--- config.mk ---
export PLATFORM = sky130hd
export DESIGN_NAME = rrbf_front
export DESIGN_NICKNAME = d
export VERILOG_FILES = /design/src/rtl/record_ring_buffer_framer_defines.svh /design/src/rtl/rrbf_pkg.sv /design/src/rtl/rrbf_front.sv
export SDC_FILE = /design/constraint.sdc
export NUM_CORES = 1
export LEC_CHECK = 0
export ABC_AREA = 1
export BUFFER_PORTS_ARGS = -buffer_cell sky130_fd_sc_hd__clkbuf_2
export CAP_MARGIN = 20
export CORE_MARGIN = 1
export CORE_UTILIZATION = 45
export DETAILED_ROUTE_END_ITERATION = 10
export MAX_ROUTING_LAYER = met4
export PLACE_DENSITY = 0.76
export SYNTH_ARGS = -nofsm -noshare
export SYNTH_HDL_FRONTEND = slang
export SYNTH_SLANG_ARGS = --single-unit
--- constraint.sdc ---
create_clock -name i_clk -period 1.3 [get_ports i_clk]
set_input_delay 0.065 -clock i_clk [delete_from_list [all_inputs] [get_ports i_clk]]
set_output_delay 0.065 -clock i_clk [all_outputs]
set_load 0.005 [all_outputs]
--- src/rtl/record_ring_buffer_framer_defines.svh ---
// ----------------------------------------------------------------------------
// Record ring buffer framer: assertion macros
// Wraps concurrent assertions so that synthesis builds see empty bodies.
// ----------------------------------------------------------------------------
`ifndef RECORD_RING_BUFFER_FRAMER_DEFINES_SVH
`define RECORD_RING_BUFFER_FRAMER_DEFINES_SVH

`ifndef SYNTHESIS

// Condition holds at every clock edge out of reset
`define RRBF_ASSERT_ALWAYS(lbl, cond) \
    lbl: assert property (@(posedge i_clk) disable iff (!i_rst_n) (cond)) \
        else $error("rrbf: invariant violated");

// Same-cycle implication
`define RRBF_ASSERT_IMP(lbl, pre, post) \
    lbl: assert property (@(posedge i_clk) disable iff (!i_rst_n) (pre) |-> (post)) \
        else $error("rrbf: implication violated");

// Next-cycle implication
`define RRBF_ASSERT_NXT(lbl, pre, post) \
    lbl: assert property (@(posedge i_clk) disable iff (!i_rst_n) (pre) |=> (post)) \
        else $error("rrbf: next-cycle implication violated");

`else

`define RRBF_ASSERT_ALWAYS(lbl, cond)
`define RRBF_ASSERT_IMP(lbl, pre, post)
`define RRBF_ASSERT_NXT(lbl, pre, post)

`endif

`endif

--- src/rtl/rrbf_pkg.sv ---
// ----------------------------------------------------------------------------
// rrbf_pkg
// Shared types and constants of the record ring buffer framer.
// ----------------------------------------------------------------------------
`timescale 1ns / 1ps

package rrbf_pkg;

    // Field and register widths
    localparam int FILL_W     = 13;
    localparam int RB_W       = 13;
    localparam int HI_W       = 16;
    localparam int RC_W       = 7;
    localparam int CFG_IDX_W  = 2;
    localparam int CFG_DATA_W = 16;

    // Register indexes
    localparam logic [CFG_IDX_W-1:0] CFG_RECORD_BYTES  = 2'd0;
    localparam logic [CFG_IDX_W-1:0] CFG_HEAD_INTERVAL = 2'd1;
    localparam logic [CFG_IDX_W-1:0] CFG_READ_CHUNK    = 2'd2;

    // Register reset values
    localparam logic [RB_W-1:0] RB_RESET = 13'd0;
    localparam logic [HI_W-1:0] HI_RESET = 16'd256;
    localparam logic [RC_W-1:0] RC_RESET = 7'd64;

    // Sync word, stored low byte first
    localparam logic [31:0] SYNC_WORD  = 32'h5555_AAAA;
    localparam int          SYNC_BYTES = 4;

    // Input action codes
    localparam logic ACT_WRITE = 1'b0;
    localparam logic ACT_READ  = 1'b1;

    // Result kinds
    localparam logic [1:0] KIND_ACK    = 2'd0;
    localparam logic [1:0] KIND_BYTE   = 2'd1;
    localparam logic [1:0] KIND_REFUSE = 2'd2;

    // Classified command handed from front to back
    typedef enum logic {
        OP_WRITE,
        OP_READ
    } t_op;

    typedef struct packed {
        t_op        op;
        logic [7:0] data;
    } t_cmd;

    // Request payload
    typedef struct packed {
        logic       action;
        logic [7:0] data_byte;
    } t_in;

    // Result payload
    typedef struct packed {
        logic [1:0]        kind;
        logic [7:0]        read_byte;
        logic              last;
        logic              dropped;
        logic [FILL_W-1:0] fill_level;
    } t_out;

endpackage

--- src/rtl/rrbf_front.sv ---
// ----------------------------------------------------------------------------
// rrbf_front
// Accepts requests, classifies them and queues them for the engine.
// ----------------------------------------------------------------------------
`timescale 1ns / 1ps

module rrbf_front (
    input  logic          i_clk,
    input  logic          i_rst_n,
    input  logic          start,
    input  rrbf_pkg::t_in i_in,
    output logic          busy,
    output logic          o_cmd_valid,
    output rrbf_pkg::t_cmd o_cmd,
    input  logic          i_cmd_pop
);

    import rrbf_pkg::*;

    // Two-entry command queue
    t_cmd       r_q [2];
    logic       r_wr_ptr;
    logic       r_rd_ptr;
    logic [1:0] r_count;
    logic       push;
    logic       pop;
    t_cmd       cmd_in;

    // Classify the request
    always_comb begin
        cmd_in.op   = (i_in.action == ACT_READ) ? OP_READ : OP_WRITE;
        cmd_in.data = i_in.data_byte;
    end

    assign busy        = (r_count == 2'd2);
    assign push        = start && !busy;
    assign o_cmd_valid = (r_count != 2'd0);
    assign pop         = i_cmd_pop && o_cmd_valid;
    assign o_cmd       = r_q[r_rd_ptr];

    // Queue pointers and count
    always_ff @(posedge i_clk) begin
        if (!i_rst_n) begin
            r_wr_ptr <= 1'b0;
            r_rd_ptr <= 1'b0;
            r_count  <= 2'd0;
        end else begin
            if (push) begin
                r_wr_ptr <= ~r_wr_ptr;
            end
            if (pop) begin
                r_rd_ptr <= ~r_rd_ptr;
            end
            case ({push, pop})
                2'b10:   r_count <= r_count + 2'd1;
                2'b01:   r_count <= r_count - 2'd1;
                default: r_count <= r_count;
            endcase
        end
    end

    // Queue storage
    always_ff @(posedge i_clk) begin
        if (push) begin
            r_q[r_wr_ptr] <= cmd_in;
        end
    end

endmodule

# == Word-level counts from Yosys, hierarchy flattened ==
# Memory sizes are Yosys's and may differ from the RTL's. A register that Yosys moved wholly into a read port is not among the register bits.
# Index checks and enable logic that the tools add are counted.
# op_classes
n_addsub,2
multipliers,0
div_mod_pow,0
n_lt_le_gt_ge,0
n_eq_ne,3
shift,0
n_mux,6
n_bitwise,2
n_reduce_logical,5
# op_table
op,n
$mux 1,5
$eq 2x2->1 const B,2
$pmux 2 s2,1
$reduce_bool 2->1,2
$add 2x1->2 const B,1
$eq 2x1->1 const B,1
$logic_and 1x1->1,2
$not 1->1,2
$sub 2x1->2 const B,1
$logic_not 1->1,1
# totals
reg_bits,4
latch_bits,0
ram_bits,18
mem_bits_ro,0
input_bits,13
output_inout_bits,11
memories,1
# mem_list
name,depth,width,read_ports,rd_clocked_by_memory_dff,wr,line,source
r_q,2,9,1,1,1,rrbf_front.sv:21,t_cmd r_q [2];

# == Logic depth before layout (Yosys ltp) ==
# logic_depth
ltp_word,5
mapped_depth,10

# == Worst setup path after synthesis ==
# No wires, ideal clock.
# synth_timing
path_kind,reg-to-reg
startpoint,register r_count[0]
endpoint,"memory r_q[0][0] in the netlist's numbering, enable pin"
setup_time_ns,0.374
arrival_ns,1.045
slack_ns,-0.119
stages_incl_launch_ff,5
cell_sequence,dfxtp_1 > nor2_4 > nor2_4 > inv_2 > nor2_1
# synth_via
elab_chain_len,5
# synth_lines
item,line,source
from (decl),rrbf_front.sv:24,logic [1:0] r_count;
from (signal assigned),rrbf_front.sv:55,2'b10: r_count <= r_count + 2'd1;
from (signal assigned),rrbf_front.sv:56,2'b01: r_count <= r_count - 2'd1;
from (signal assigned),rrbf_front.sv:57,default: r_count <= r_count;
$eq 2x2->1,rrbf_front.sv:35,assign busy = (r_count == 2'd2);
via busy,rrbf_front.sv:12,"output logic busy,"
$logic_not 1->1,rrbf_front.sv:36,assign push = start && !busy;
$logic_and 1x1->1,rrbf_front.sv:36,
$mux 1,rrbf_front.sv:64,if (push) begin
$mux 1 (not written as such),rrbf_front.sv:65,r_q[r_wr_ptr] <= cmd_in;
to (decl),rrbf_front.sv:21,
# The timed path passes the listed nets, and every way through them passes these cells.

==> summary.txt <==
Max Cap Viol: 0
wire per inst: 12.9 um
P_leak: 0.563 nW
Yosys reg bits: 23
DRT Wirelength: 1710 um
via count: 607
clk sink count: 23
combinational share of power: 0.332
largest net degree at the start of global routing: 14
Max-slew headroom: 0.875
number of nets with antenna violations after routing: 0
Syn Nets: 80
required time of the critical path: 1.24 ns
Sw Pwr: 546 uW
Worst setup SP type: flop
GR Util met2: 0.308
pwr/cell area: 1460 nW/um2
Starting Density: 0.503
worst-margin pin slew: 0.188 ns
kind of critical path: flop to output port
Final Hold Fails: 0
num rows: 15
Boundary Pins: 24
diode count: 0
Setup-failing EPs final: 5
Yosys top cell by area: edfxtp_1
Pint: 1.38 mW
post-synthesis sequential area ratio: 0.699
initial antenna violation count: 0
first-pass GRT wire length: 2350 um
number of port buffers: 23
Power, Total: 1.93 mW
fin nets: 122
Worst-path clk slew: 0.12 ns
CP endpoint: o_cmd[3]
Worst-Skew Late Latency: 0.30 ns
core area: 1820 um2
Final Max Tran Viols: 0
post-synthesis area per instance: 13.9 um2
reg2reg end: r_q[0][4]$_DFFE_PP_
Register-to-Register Path Depth: 7
Post-Syn Area: 916 um2
GRT Util Overall: 0.169
vias in the first global route: 582
grt met3 use: 0.0346
endpoint type of the worst setup path: output port
switch share: 0.284
failing checks: setup timing
RSZ-0062 raised after global routing: yes
clock period minus worst slack: 1.33 ns
TritonCTS clock tree: built
flop2flop setup slack: 0.05 ns
commonest non-fill, non-tap cell in the layout: clkbuf_2
clock buffer depth: 2
share of the synthesized area in the top cell type: 0.590
fmax: 754 MHz
vias per cell: 4.60
Die Footprint: 2220 um2
layout cells sized above 1: 0.542
total congestion overflow: 0
clock skew: 0.00419 ns
CTS root buf: clkbuf_4
Max VDD drop: 0.00107 V
worst reg2reg startpoint: r_count[1]$_SDFFE_PN0P_
Reg power frac: 0.504
Final WS setup: -0.0268 ns
grt peak-use layer: met2
Yosys warning total: 0
Post-DP HPWL: 1080 um
fin util: 0.723
initial DRC count: 6
Cells after Synth: 66
Die Span Y: 47.1 um
CTS H-Tree Depth: 1
CP Max Fanout: 5
status: complete, but fails checks
final period utilization: 1.02
clock power share: 0.164
DRT Pass-1 Iters: 3
Remaining DRCs: 0
Hold Path Class: input port to flop
met1 track demand over resource: 0.161
Routability Congestion: 0.679
Distinct cells, synth: 17
Die Wd: 47.1 um
Critical Path AT: 1.26 ns
Inserted Clock Buffers: 3
most frequent cells in the layout: clkbuf_2, edfxtp_1, mux2_4, dlygate4sd3_1, nor2_1
Synth area leaders: edfxtp_1, mux2_1, dfxtp_1, nor2_1, nor2_4
area growth from synthesis to layout: 43.7%
cell families after synthesis:
logic type      after synthesis  synth area share
mux                           9             0.111
buf+inv                       8            0.0341
fa+ha+maj                     1            0.0137
flops                        23             0.699
simple gates                 22             0.122
compound gates                3            0.0205
worst min-delay path by stage:
stage | start | to | cells past startpoint
floorplan | i_in[0] | r_q[0][0]$_DFFE_PP_ | 0
global placement | i_in[3] | r_q[0][3]$_DFFE_PP_ | 1
detailed placement | i_in[6] | r_q[0][6]$_DFFE_PP_ | 1
CTS | i_rst_n | r_count[1]$_SDFFE_PN0P_ | 3
global route | i_rst_n | r_wr_ptr$_SDFFE_PN0P_ | 3
finish | i_rst_n | r_count[1]$_SDFFE_PN0P_ | 3
critical path, cell delays in order, from the launching register on:
cell and delay, ns:
dfxtp_2 0.39, buf_6 0.15, mux2_4 0.31, clkbuf_2 0.11
power by group through the flow:
stage / combinational [mW] / clock, mW / sequential (mW)
after global placement: 0.475 / 0 / 0.964
after global routing: 0.708 / 0.358 / 0.978
after floorplan: 0.288 / 0 / 0.959
after detailed placement: 0.492 / 0 / 0.972
final: 0.639 / 0.317 / 0.971
after CTS: 0.552 / 0.324 / 0.964
routing by layer:
layer / vias to the layer above / wire [um]
met5: - / 0
li1: 307 / -
met2: 13 / 958
met1: 285 / 679
met3: 2 / 50
met4: 0 / 18
Yosys cell counts:
cell and number:
inv_1 4, edfxtp_1 18, ha_1 1, nand3_1 1, nor2_2 1, nand4_1 1
a21oi_1 1, mux2_1 9, o21ai_1 1, buf_2 1, nor2_4 2, nor2_1 9
inv_2 3, nand2_2 3, nand2_1 5, dfxtp_1 5, o21a_2 1
per-stage QoR:
stage	hold slack, ns	TNS (ns)	instance area [um2]	setup slack (ns)	cells
2_1_floorplan	0.164	0	920	0.0351	66
3_3_place_gp	0.254	0	1120	0.0251	117
3_5_place_dp	0.258	-0.0483	1120	-0.0483	117
4_1_cts	0.00617	-0.128	1260	-0.0199	131
5_1_grt	0.00714	-0.616	1320	-0.0860	132
6_report	0.0114	-0.0810	1320	-0.0268	132
layout make-up:
| cell class | count | area, um2 |
|---|---|---|
| fill | 140 | 504 |
| multi-input combinational | 35 | 298 |
| inverter | 7 | 26.3 |
| timing repair buffer | 38 | 289 |
| tap | 25 | 31.3 |
| clock buffer | 3 | 22.5 |
| sequential | 23 | 644 |
| clock inverter | 1 | 5.00 |
state kept, by name (all words and copies together) (netlist names), named ones only:
| name | flops |
|---|---|
| r_rd_ptr | 1 |
| r_count | 2 |
| r_wr_ptr | 1 |
| r_q | 18 |
timing repair:
action / in CTS / in global routing
setup endpoints to repair: 10 / 10
cloned: 1 / 0
hold buffers: 9 / 0
resized for setup: 5 / 14
endpoints found under the hold margin: 18 / 0
setup buffers: 0 / 1
pin swaps: 0 / 2
No activity file was read; power rests on OpenSTA's default activity.
